**src/design/cstp_pkg.sv**
```systemverilog
package cstp_pkg;

    localparam int STACK_DEPTH  = 1024;
    localparam int RECORD_SLOTS = 256;
    localparam int TIME_BITS    = 48;
    localparam int FUNC_ID_BITS = 32;

    localparam int SP_BITS  = $clog2(STACK_DEPTH);
    localparam int RP_BITS  = $clog2(RECORD_SLOTS);
    localparam int CMD_BITS = 3;
    localparam int STS_BITS = 3;
    localparam int CNT_BITS = 32;
    localparam int TOT_BITS = 64;
    localparam int IDX_BITS = 8;
    localparam int USED_BITS = 9;
    localparam int IN_FID_BITS = 32;
    localparam int IN_TIME_BITS = 48;
    localparam int FRAME_BITS = FUNC_ID_BITS + 1 + 2 * TIME_BITS;
    localparam int REC_BITS = FUNC_ID_BITS + CNT_BITS + TOT_BITS;

    localparam logic [TIME_BITS-1:0] TIME_MAX = '1;

    typedef enum logic [CMD_BITS-1:0] {
        CMD_CALL   = 3'd0,
        CMD_TAIL   = 3'd1,
        CMD_RETURN = 3'd2,
        CMD_READ   = 3'd3,
        CMD_CLEAR  = 3'd4
    } cmd_t;

    typedef enum logic [STS_BITS-1:0] {
        STS_OK         = 3'd0,
        STS_DISABLED   = 3'd1,
        STS_STACK_FULL = 3'd2,
        STS_EMPTY      = 3'd3,
        STS_TABLE_FULL = 3'd4,
        STS_BAD_INDEX  = 3'd5
    } status_t;

    typedef enum logic [3:0] {
        ST_IDLE,
        ST_DECODE,
        ST_POP_RD,
        ST_POP_CALC,
        ST_SRCH_RD,
        ST_SRCH_CMP,
        ST_REC_SUM,
        ST_REC_WR,
        ST_PAR_RD,
        ST_PAR_WR,
        ST_READ_RD,
        ST_READ_WAIT,
        ST_DONE
    } state_t;

    typedef struct packed {
        logic push;
        logic load_in;
        logic pop_rd;
        logic pop_calc;
        logic srch_start;
        logic srch_rd;
        logic srch_next;
        logic rec_sum;
        logic rec_wr;
        logic par_rd;
        logic par_wr;
        logic read_rd;
        logic read_cap;
        logic clear;
        logic set_sts;
        logic [STS_BITS-1:0] sts;
        logic emit;
    } ctrl_t;

    typedef struct packed {
        logic [CMD_BITS-1:0] cmd;
        logic stack_full;
        logic stack_empty;
        logic has_parent;
        logic tail;
        logic srch_hit;
        logic srch_end;
        logic table_full;
        logic idx_bad;
        logic out_busy;
    } stat_t;

endpackage

```
**src/design/cstp_ctrl.sv**
```systemverilog
module cstp_ctrl (
    input  logic            clk,
    input  logic            rst_n,
    input  logic            in_valid,
    output logic            in_ready,
    input  logic            enable,
    input  cstp_pkg::stat_t st,
    output cstp_pkg::ctrl_t ctl
);

    cstp_pkg::state_t state_reg, state_next;

    always_ff @(posedge clk or negedge rst_n)
    begin
        if (!rst_n)
        begin
            state_reg <= cstp_pkg::ST_IDLE;
        end
        else
        begin
            state_reg <= state_next;
        end
    end

    always_comb
    begin
        state_next = state_reg;
        case (state_reg)
            cstp_pkg::ST_IDLE:
            begin
                if (in_valid)
                begin
                    state_next = cstp_pkg::ST_DECODE;
                end
            end
            cstp_pkg::ST_DECODE:
            begin
                case (st.cmd)
                    cstp_pkg::CMD_RETURN:
                    begin
                        if (enable && !st.stack_empty)
                        begin
                            state_next = cstp_pkg::ST_POP_RD;
                        end
                        else
                        begin
                            state_next = cstp_pkg::ST_DONE;
                        end
                    end
                    cstp_pkg::CMD_READ:
                    begin
                        if (st.idx_bad)
                        begin
                            state_next = cstp_pkg::ST_DONE;
                        end
                        else
                        begin
                            state_next = cstp_pkg::ST_READ_RD;
                        end
                    end
                    default:
                    begin
                        state_next = cstp_pkg::ST_DONE;
                    end
                endcase
            end
            cstp_pkg::ST_POP_RD:    state_next = cstp_pkg::ST_POP_CALC;
            cstp_pkg::ST_POP_CALC:  state_next = cstp_pkg::ST_SRCH_RD;
            cstp_pkg::ST_SRCH_RD:
            begin
                if (st.srch_end)
                begin
                    state_next = cstp_pkg::ST_REC_SUM;
                end
                else
                begin
                    state_next = cstp_pkg::ST_SRCH_CMP;
                end
            end
            cstp_pkg::ST_SRCH_CMP:
            begin
                if (st.srch_hit)
                begin
                    state_next = cstp_pkg::ST_REC_SUM;
                end
                else
                begin
                    state_next = cstp_pkg::ST_SRCH_RD;
                end
            end
            cstp_pkg::ST_REC_SUM:   state_next = cstp_pkg::ST_REC_WR;
            cstp_pkg::ST_REC_WR:
            begin
                if (st.has_parent)
                begin
                    state_next = cstp_pkg::ST_PAR_RD;
                end
                else
                begin
                    state_next = cstp_pkg::ST_DONE;
                end
            end
            cstp_pkg::ST_PAR_RD:    state_next = cstp_pkg::ST_PAR_WR;
            cstp_pkg::ST_PAR_WR:
            begin
                if (st.tail)
                begin
                    state_next = cstp_pkg::ST_POP_RD;
                end
                else
                begin
                    state_next = cstp_pkg::ST_DONE;
                end
            end
            cstp_pkg::ST_READ_RD:   state_next = cstp_pkg::ST_READ_WAIT;
            cstp_pkg::ST_READ_WAIT: state_next = cstp_pkg::ST_DONE;
            cstp_pkg::ST_DONE:
            begin
                if (!st.out_busy)
                begin
                    state_next = cstp_pkg::ST_IDLE;
                end
            end
            default:                state_next = cstp_pkg::ST_IDLE;
        endcase
    end

    always_comb
    begin
        ctl = '0;
        in_ready = 1'b0;
        case (state_reg)
            cstp_pkg::ST_IDLE:
            begin
                in_ready = 1'b1;
                ctl.load_in = in_valid;
            end
            cstp_pkg::ST_DECODE:
            begin
                ctl.set_sts = 1'b1;
                ctl.sts = cstp_pkg::STS_OK;
                case (st.cmd)
                    cstp_pkg::CMD_CALL, cstp_pkg::CMD_TAIL:
                    begin
                        if (!enable)
                        begin
                            ctl.sts = cstp_pkg::STS_DISABLED;
                        end
                        else if (st.stack_full)
                        begin
                            ctl.sts = cstp_pkg::STS_STACK_FULL;
                        end
                        else
                        begin
                            ctl.push = 1'b1;
                        end
                    end
                    cstp_pkg::CMD_RETURN:
                    begin
                        if (!enable)
                        begin
                            ctl.sts = cstp_pkg::STS_DISABLED;
                        end
                        else if (st.stack_empty)
                        begin
                            ctl.sts = cstp_pkg::STS_EMPTY;
                        end
                    end
                    cstp_pkg::CMD_READ:
                    begin
                        if (st.idx_bad)
                        begin
                            ctl.sts = cstp_pkg::STS_BAD_INDEX;
                        end
                    end
                    cstp_pkg::CMD_CLEAR:
                    begin
                        ctl.clear = 1'b1;
                    end
                    default:
                    begin
                        ctl.sts = cstp_pkg::STS_OK;
                    end
                endcase
            end
            cstp_pkg::ST_POP_RD:   ctl.pop_rd = 1'b1;
            cstp_pkg::ST_POP_CALC:
            begin
                ctl.pop_calc = 1'b1;
                ctl.srch_start = 1'b1;
            end
            cstp_pkg::ST_SRCH_RD:  ctl.srch_rd = 1'b1;
            cstp_pkg::ST_SRCH_CMP: ctl.srch_next = !st.srch_hit;
            cstp_pkg::ST_REC_SUM:
            begin
                ctl.rec_sum = 1'b1;
                if (!st.srch_hit && st.table_full)
                begin
                    ctl.set_sts = 1'b1;
                    ctl.sts = cstp_pkg::STS_TABLE_FULL;
                end
            end
            cstp_pkg::ST_REC_WR:   ctl.rec_wr = 1'b1;
            cstp_pkg::ST_PAR_RD:   ctl.par_rd = 1'b1;
            cstp_pkg::ST_PAR_WR:   ctl.par_wr = 1'b1;
            cstp_pkg::ST_READ_RD:  ctl.read_rd = 1'b1;
            cstp_pkg::ST_READ_WAIT: ctl.read_cap = 1'b1;
            cstp_pkg::ST_DONE:     ctl.emit = !st.out_busy;
            default:
            begin
                ctl = '0;
            end
        endcase
    end

endmodule

```
**config.mk**
```make
export PLATFORM = sky130hd
export DESIGN_NAME = cstp_ctrl
export DESIGN_NICKNAME = d
export VERILOG_FILES = /design/src/design/cstp_pkg.sv /design/src/design/cstp_ctrl.sv
export SDC_FILE = /design/constraint.sdc
export NUM_CORES = 1
export LEC_CHECK = 0
export BUFFER_PORTS_ARGS = -buffer_cell sky130_fd_sc_hd__buf_2
export CORE_MARGIN = 3
export CORE_UTILIZATION = 40
export DETAILED_ROUTE_END_ITERATION = 10
export GPL_ROUTABILITY_DRIVEN = 1
export PLACE_DENSITY = 0.87
export SLEW_MARGIN = 20
export SYNTH_ARGS = -nofsm -noshare
export SYNTH_HDL_FRONTEND = slang
export SYNTH_SLANG_ARGS = --single-unit
export TNS_END_PERCENT = 100
```
**constraint.sdc**
```tcl
create_clock -name clk -period 1.7 [get_ports clk]
set_input_delay 0.17 -clock clk [delete_from_list [all_inputs] [get_ports clk]]
set_output_delay 0.17 -clock clk [all_outputs]
set_load 0.01 [all_outputs]
```
==> results.txt, run 1 <==
----------------------------------------------------
[Logic synthesis]
  Gate count after technology mapping ... 75
  Mean instance size in the synthesized netlist ... around 7 um^2
  Warning count from the yosys run ... 0
  Share of the synthesized area in the top cell type ... 18.8%
  Number of distinct library cells after synthesis ... 32
  Cell taking the most area after synthesis ... sky130_fd_sc_hd__dfrtp_1
  Net count of the mapped netlist ... between 90 and 100
  Cell types occupying the most area after synthesis ... sky130_fd_sc_hd__dfrtp_1 19%, sky130_fd_sc_hd__nor2_1 6.3%, sky130_fd_sc_hd__nand2b_1 5.9%, sky130_fd_sc_hd__nor4_1 5.9%, sky130_fd_sc_hd__nor3_1 5.6%
  Portion of the post-synthesis area used by sequential elements ... 18.8%
  Post-synthesis instance area ... approximately 530 um^2
  Count of state elements after synthesis ... 4

[GRT]
  Vias in the first global route ... slightly below 600
  Maximum number of pins on one net before global-route repair ... 17
  Antenna violations before repair ... 0
  Wire length of the first global-routing pass ... between 2000 and 2500 um
  Total grt overflow ... 0
  Total routing usage reported by global routing ... between 10% and 20%

[Hold path]
  Worst hold path type ... primary input to flip-flop

[Finish]
  Leading cell types in the layout, fill and taps excluded ... 35 x sky130_fd_sc_hd__buf_2, 8 x sky130_fd_sc_hd__nor2_1, 5 x sky130_fd_sc_hd__nor3_1, 5 x sky130_fd_sc_hd__buf_4
  Layout Nets ... between 100 and 150
  N_diodes ... 0
  Flip-flop count of the largest register after layout ... 4
  Share of layout cells above drive strength 1 ... 49.6%
  Post-layout util ... between 70 and 80%
  Leading cell type in the layout, fill and taps excluded ... sky130_fd_sc_hd__buf_2
  Post-route cell area ... about 860 um^2
  Layout overhead on the synthesized area ... 61.5%
  Final non-filler cell total ... ~130

[CTS]
  CTS tree ... done
  Source-to-sink clock delay at the later pin of the worst-skew pair ... between 0.2 and 0.25 ns
  Clock-pin slew on the worst setup and hold paths ... ~0.040 ns
  CTS buffer count ... 3
  H-tree depth ... 1
  Buffers from clock root to sink, at most ... 2
  Root cell of the clock tree ... sky130_fd_sc_hd__clkbuf_4
  Num Clock Sinks ... 4

[Power and ir drop]
  Power density of the placed cells ... between 1000 and 1500 nW/um^2
  Total power draw ... about 1.2 mW
  Worst-case vdd ir drop ... 883 uV
  Total leakage power ... between 0.4 and 0.5 nW

[Critical path]
  Type of the setup path with the least slack ... flip-flop to output port
  Worst setup path startpoint ... state_reg[2]
  Capture point of the worst reg-to-reg path ... state_reg[1]
  Type of origin of the critical path ... flip-flop
  Longest individual stage delay on the worst path ... between 0.5 and 0.6 ns
  Worst setup endpoint ... ctl[3]
  Internal reg-to-reg setup slack ... between 0.3 and 0.4 ns
  Critical Path, Cell by Cell ... or4b_4, nor2_4, a41o_1, buf_2
  Number of cells on the worst reg-to-reg path ... 3
  Max FO, Critical Path ... 4
  Required time worst endpoint ... between 1.5 and 2 ns
  Worst EP arrival ... ~1.6 ns
  CP max stage cell ... sky130_fd_sc_hd__or4b_4
  Kind of end point of the critical path ... output port
  FF-to-FF Start ... state_reg[2]

[Floorplanning]
  DIE AREA ... around 1800 um^2
  Initial cell density of the core ... a little under half
  Cell Rows ... 12
  Die outline width ... ~43 um
  Core Box Area ... ~1200 um^2
  Top-level I/O count ... 36
  Overall die height ... between 40 and 50 um

[Route]
  Number of nets with antenna violations after detailed routing ... 0
  Avg WL per Cell ... ~13 um
  Total via count in the routed design ... between 700 and 800
  Initial DRC Count ... 13
  Post-route DRC violation count ... 0
  Total Routed Length ... ~1700 um
  Mean number of vias per cell ... ~5.6
  Number of iterations in the first detailed-routing pass ... 4

[Placement]
  Setup slack after placement ... around 0.064 ns
  Standard cell area after detailed placement ... roughly 720 um^2
  RD Place Congestion ... between 0.8 and 0.9
  Number of cells after detailed placement ... about 120
  I/O Buffers ... 35
  HPWL Detailed ... about 1200 um

[Timing]
  Layout Skew ... ~0.0023 ns
  Actual transition at the worst max-transition pin ... ~0.33 ns
  Worst hold margin ... ~0.26 ns
  Final Critical Period ... 1.76 ns
  Slew margin rel. ... 77.6%
  Number of max-slew violations in the final report ... 0
  Fraction of the cycle the final worst path needs ... 103%
  Finish-stage setup viols ... 3
  Setup TNS Final ... -0.103 ns
  Highest Clock Rate ... about 0.57 GHz
  Final setup margin ... -0.0557 ns
  RSZ-0062 raised after global routing ... yes
  Hold Vio Cnt, Final ... 0

[Outcome]
  Status ... complete, but fails checks
  Violations in the final reports ... setup timing

[Flow run]
  Max-cap violation count ... 0

----------------------------------------------------
==> worst max-delay path, delay by kind of cell (launching register included) <==
| kind | cells | cell delay, ns |
|---|---|---|
| buffers and inverters | 1 | 0.12 |
| AO/OA/AOI/OAI | 1 | 0.14 |
| flip-flops | 1 | 0.37 |
| AND/OR/NAND/NOR | 2 | 0.72 |
==> routing by layer <==
layer	routed length, um	track usage [%]	vias up
li1	-	-	360
met4	0	5.59	0
met5	0	0	-
met1	699	21.4	338
met3	111	4.29	0
met2	887	29.8	25
==> area by class of cell <==
class | instances | area [um^2]
fill | 92 | 310
timing repair buffer | 43 | 245
clock buffer | 3 | 22.5
sequential | 4 | 100
multi-input combinational | 62 | 464
inverter | 3 | 11.3
tap | 14 | 17.5
==> cell usage after synthesis <==
cell	n
sky130_fd_sc_hd__a41o_1	1
sky130_fd_sc_hd__a2111oi_2	1
sky130_fd_sc_hd__and2_1	1
sky130_fd_sc_hd__a21oi_1	3
sky130_fd_sc_hd__nand2b_1	5
sky130_fd_sc_hd__or2_2	1
sky130_fd_sc_hd__nand3b_1	2
sky130_fd_sc_hd__nor3b_1	2
sky130_fd_sc_hd__a211o_1	1
sky130_fd_sc_hd__nor4_1	5
sky130_fd_sc_hd__nand4b_1	1
sky130_fd_sc_hd__a21o_1	1
sky130_fd_sc_hd__nand3_1	2
sky130_fd_sc_hd__nor3_1	6
sky130_fd_sc_hd__buf_2	1
sky130_fd_sc_hd__dfrtp_1	4
sky130_fd_sc_hd__nand2_1	4
sky130_fd_sc_hd__or4b_4	1
sky130_fd_sc_hd__and3b_1	1
sky130_fd_sc_hd__o21ai_0	4
sky130_fd_sc_hd__or2b_1	1
sky130_fd_sc_hd__nor2b_1	1
sky130_fd_sc_hd__or3b_2	1
sky130_fd_sc_hd__nor4b_1	1
sky130_fd_sc_hd__o211ai_1	3
sky130_fd_sc_hd__nor2_1	9
sky130_fd_sc_hd__buf_4	3
sky130_fd_sc_hd__inv_1	3
sky130_fd_sc_hd__a2bb2oi_1	1
sky130_fd_sc_hd__clkbuf_1	2
sky130_fd_sc_hd__a21boi_0	1
sky130_fd_sc_hd__a211oi_1	2
==> worst min path at each step <==
stage | from | to | cells past startpoint
global route | st[3] | state_reg[0] | 3
floorplan | rst_n | state_reg[0] | 0
CTS | rst_n | state_reg[2] | 2
detailed placement | rst_n | state_reg[0] | 1
finish | st[3] | state_reg[0] | 3
global placement | rst_n | state_reg[0] | 1
==> power breakdown <==
part	switching, mW	internal (mW)
logic	0.502	0.409
clock network	0.0387	0.0790
registers	0.0332	0.143
total	0.574	0.631
==> kinds of logic (layout without fill, tap and decap cells) <==
family / count (synthesis) / count (layout) / synth area share, %
flip-flops: 4 / 4 / 18.8
AO/OA/AOI/OAI: 18 / 18 / 24.4
AND/OR/NAND/NOR: 44 / 44 / 48.1
buffers and inverters: 9 / 49 / 8.68
==> repair_timing <==
action / CTS / global route
endpoints found under the hold margin: 4 / 0
pin swaps: 2 / 6
endpoints found under the setup margin: 5 / 6
hold buffers: 1 / 0
gates resized for setup: 5 / 10
buffers inserted: 0 / 3
gates cloned: 0 / 0
(Power assumes the default switching activity.)
==> run 2, diff against run 1 <==
--- a/config.mk
+++ b/config.mk
@@ -10,6 +10,7 @@
 export CORE_UTILIZATION = 40
 export DETAILED_ROUTE_END_ITERATION = 10
 export GPL_ROUTABILITY_DRIVEN = 1
+export MAX_ROUTING_LAYER = met4
 export PLACE_DENSITY = 0.87
 export SLEW_MARGIN = 20
 export SYNTH_ARGS = -nofsm -noshare
==> results.txt, run 2 (synthesized netlist as in run 1, its figures left out) <==
----------------------------------------------------
[Finish]
  # fillers ... around 90
  Layout Nets ... around 130
  Share of layout cells above drive strength 1 ... between 40% and 50%
  Multi-input combinational cell area ... around 460 um^2
  Total area of sequential cells ... between 100 and 150 um^2
  Flip-flop count of the largest register after layout ... 4
  Leading cell types in the layout, fill and taps excluded ... 35 x sky130_fd_sc_hd__buf_2, 8 x sky130_fd_sc_hd__nor2_1, 5 x sky130_fd_sc_hd__nor3_1, 5 x sky130_fd_sc_hd__buf_4
  Layout overhead on the synthesized area ... 61.5%
  Leading cell type in the layout, fill and taps excluded ... sky130_fd_sc_hd__buf_2
  N_diodes ... 0
  Post-route cell area ... approximately 860 um^2

[Power and ir drop]
  Power density of the placed cells ... 1400 nW/um^2
  Worst-case vdd ir drop ... approximately 880 uV
  Total leakage power ... 0.426 nW
  Total power draw ... 1.20 mW

[Timing]
  Final setup margin ... -0.0542 ns
  Hold Vio Cnt, Final ... 0
  Setup TNS Final ... -0.103 ns
  Slew margin rel. ... 77.6%
  Actual transition at the worst max-transition pin ... approximately 0.33 ns
  Final Critical Period ... between 1.5 and 2 ns
  Highest Clock Rate ... 0.570 GHz
  RSZ-0062 raised after global routing ... yes
  Number of max-slew violations in the final report ... 0
  Layout Skew ... 0.00209 ns
  Finish-stage setup viols ... 3
  Fraction of the cycle the final worst path needs ... 103%

[Outcome]
  Violations in the final reports ... setup timing
  Status ... complete, but fails checks

[Route]
  Post-route DRC violation count ... 0
  Mean number of vias per cell ... around 5.6
  Initial DRC Count ... 16
  Number of nets with antenna violations after detailed routing ... 0
  Total via count in the routed design ... between 700 and 800
  Number of iterations in the first detailed-routing pass ... 4
  Avg WL per Cell ... around 13 um
  Total Routed Length ... 1690 um

[Critical path]
  Max FO, Critical Path ... 4
  Required time worst endpoint ... around 1.5 ns
  CP max stage cell ... sky130_fd_sc_hd__or4b_4
  Sum of buffers and inverters on the critical path ... 1
  Kind of end point of the critical path ... output port
  Type of the setup path with the least slack ... flip-flop to output port
  Category of cells accounting for the largest share of critical-path delay ... simple AND/OR/NAND/NOR gates
  Type of origin of the critical path ... flip-flop
  Worst EP arrival ... approximately 1.6 ns
  Longest individual stage delay on the worst path ... around 0.59 ns
  Critical Path, Cell by Cell ... or4b_4, nor2_4, a41o_1, buf_2

[CTS]
  Clock-pin slew on the worst setup and hold paths ... 0.04 ns
  Root cell of the clock tree ... sky130_fd_sc_hd__clkbuf_4
  CTS buffer count ... 3
  Buffers from clock root to sink, at most ... 2
  H-tree depth ... 1
  Num Clock Sinks ... 4
  Source-to-sink clock delay at the later pin of the worst-skew pair ... 0.23 ns
  CTS tree ... done

[Floorplanning]
  DIE AREA ... ~1800 um^2
  Cell Rows ... 12
  Top-level I/O count ... 36
  Die outline width ... ~43 um
  Core Box Area ... approximately 1200 um^2
  Overall die height ... ~43 um
  Initial cell density of the core ... 45.5%

[Placement]
  RD Place Congestion ... between 0.8 and 0.9
  I/O Buffers ... 35
  Standard cell area after detailed placement ... 721 um^2
  HPWL Detailed ... 1180 um

[GRT]
  Wire length of the first global-routing pass ... ~2500 um
  Vias in the first global route ... 595
  Maximum number of pins on one net before global-route repair ... 17
  Antenna violations before repair ... 0
  Total grt overflow ... 0
  Total routing usage reported by global routing ... about 18%

[Flow run]
  Max-cap violation count ... 0

[Hold path]
  Worst hold path type ... primary input to flip-flop

----------------------------------------------------
[run 2: cell counts in the layout (fill, tap and decap cells not counted)]
Identical to the previous run, type by type.
[run 2: tightest hold or removal path, cell delays in order]
cell and delay [ns]:
sky130_fd_sc_hd__buf_2 0.09, sky130_fd_sc_hd__a21o_1 0.10, sky130_fd_sc_hd__a211oi_1 0.07
[run 2: repair_timing]
item	CTS	global route
pin swaps	2	6
hold buffers	1	0
setup endpoints to repair	5	6
gates resized for setup	5	10
hold endpoints to repair	4	0
buffers inserted	0	3
[run 2: worst paths after layout]
path	startpoint	end	slack [ns]	cells after the start
max reg2reg	state_reg[2]	state_reg[1]	0.31	3
min in group asynchronous	rst_n	state_reg[2]	0.27	2
max	state_reg[2]	ctl[3]	-0.05	4
min reg2reg	state_reg[0]	state_reg[0]	0.73	2
min	st[3]	state_reg[0]	0.26	3
max in group asynchronous	rst_n	state_reg[0]	1.31	2
[run 2: through the flow]
| stage | utilization, % | hold WS [ns] | setup slack, ns | std cells |
|---|---|---|---|---|
| floorplan | - | -0.126 | 0.116 | 75 |
| global placement | 61.5 | -0.0249 | 0.118 | 122 |
| detailed placement | 61.5 | -0.0222 | 0.0639 | 122 |
| CTS | 67.4 | 0.259 | -0.0491 | 126 |
| global route | 73.5 | 0.261 | -0.129 | 129 |
| finish | 73.5 | 0.256 | -0.0542 | 129 |
[run 2: report_power, final]
group	internal, mW	switching [mW]
Clock	0.0790	0.0385
Sequential	0.143	0.0342
Combinational	0.409	0.499
Total	0.630	0.572
[run 2: metal layers]
metal  vias up  track usage, %  wire, um
met5         -               -         0
li1        359               -         -
met2        27            29.8       897
met3         0            4.29       117
met4         0            5.59         0
met1       334            21.4       679
[run 2: area by class of cell]
type,count,area share (%)
multi-input cells,62,53.9
flip-flops and latches,4,11.6
clock buffers,3,2.62
repair buffers,43,28.5
well taps,14,2.03
inverters,3,1.31
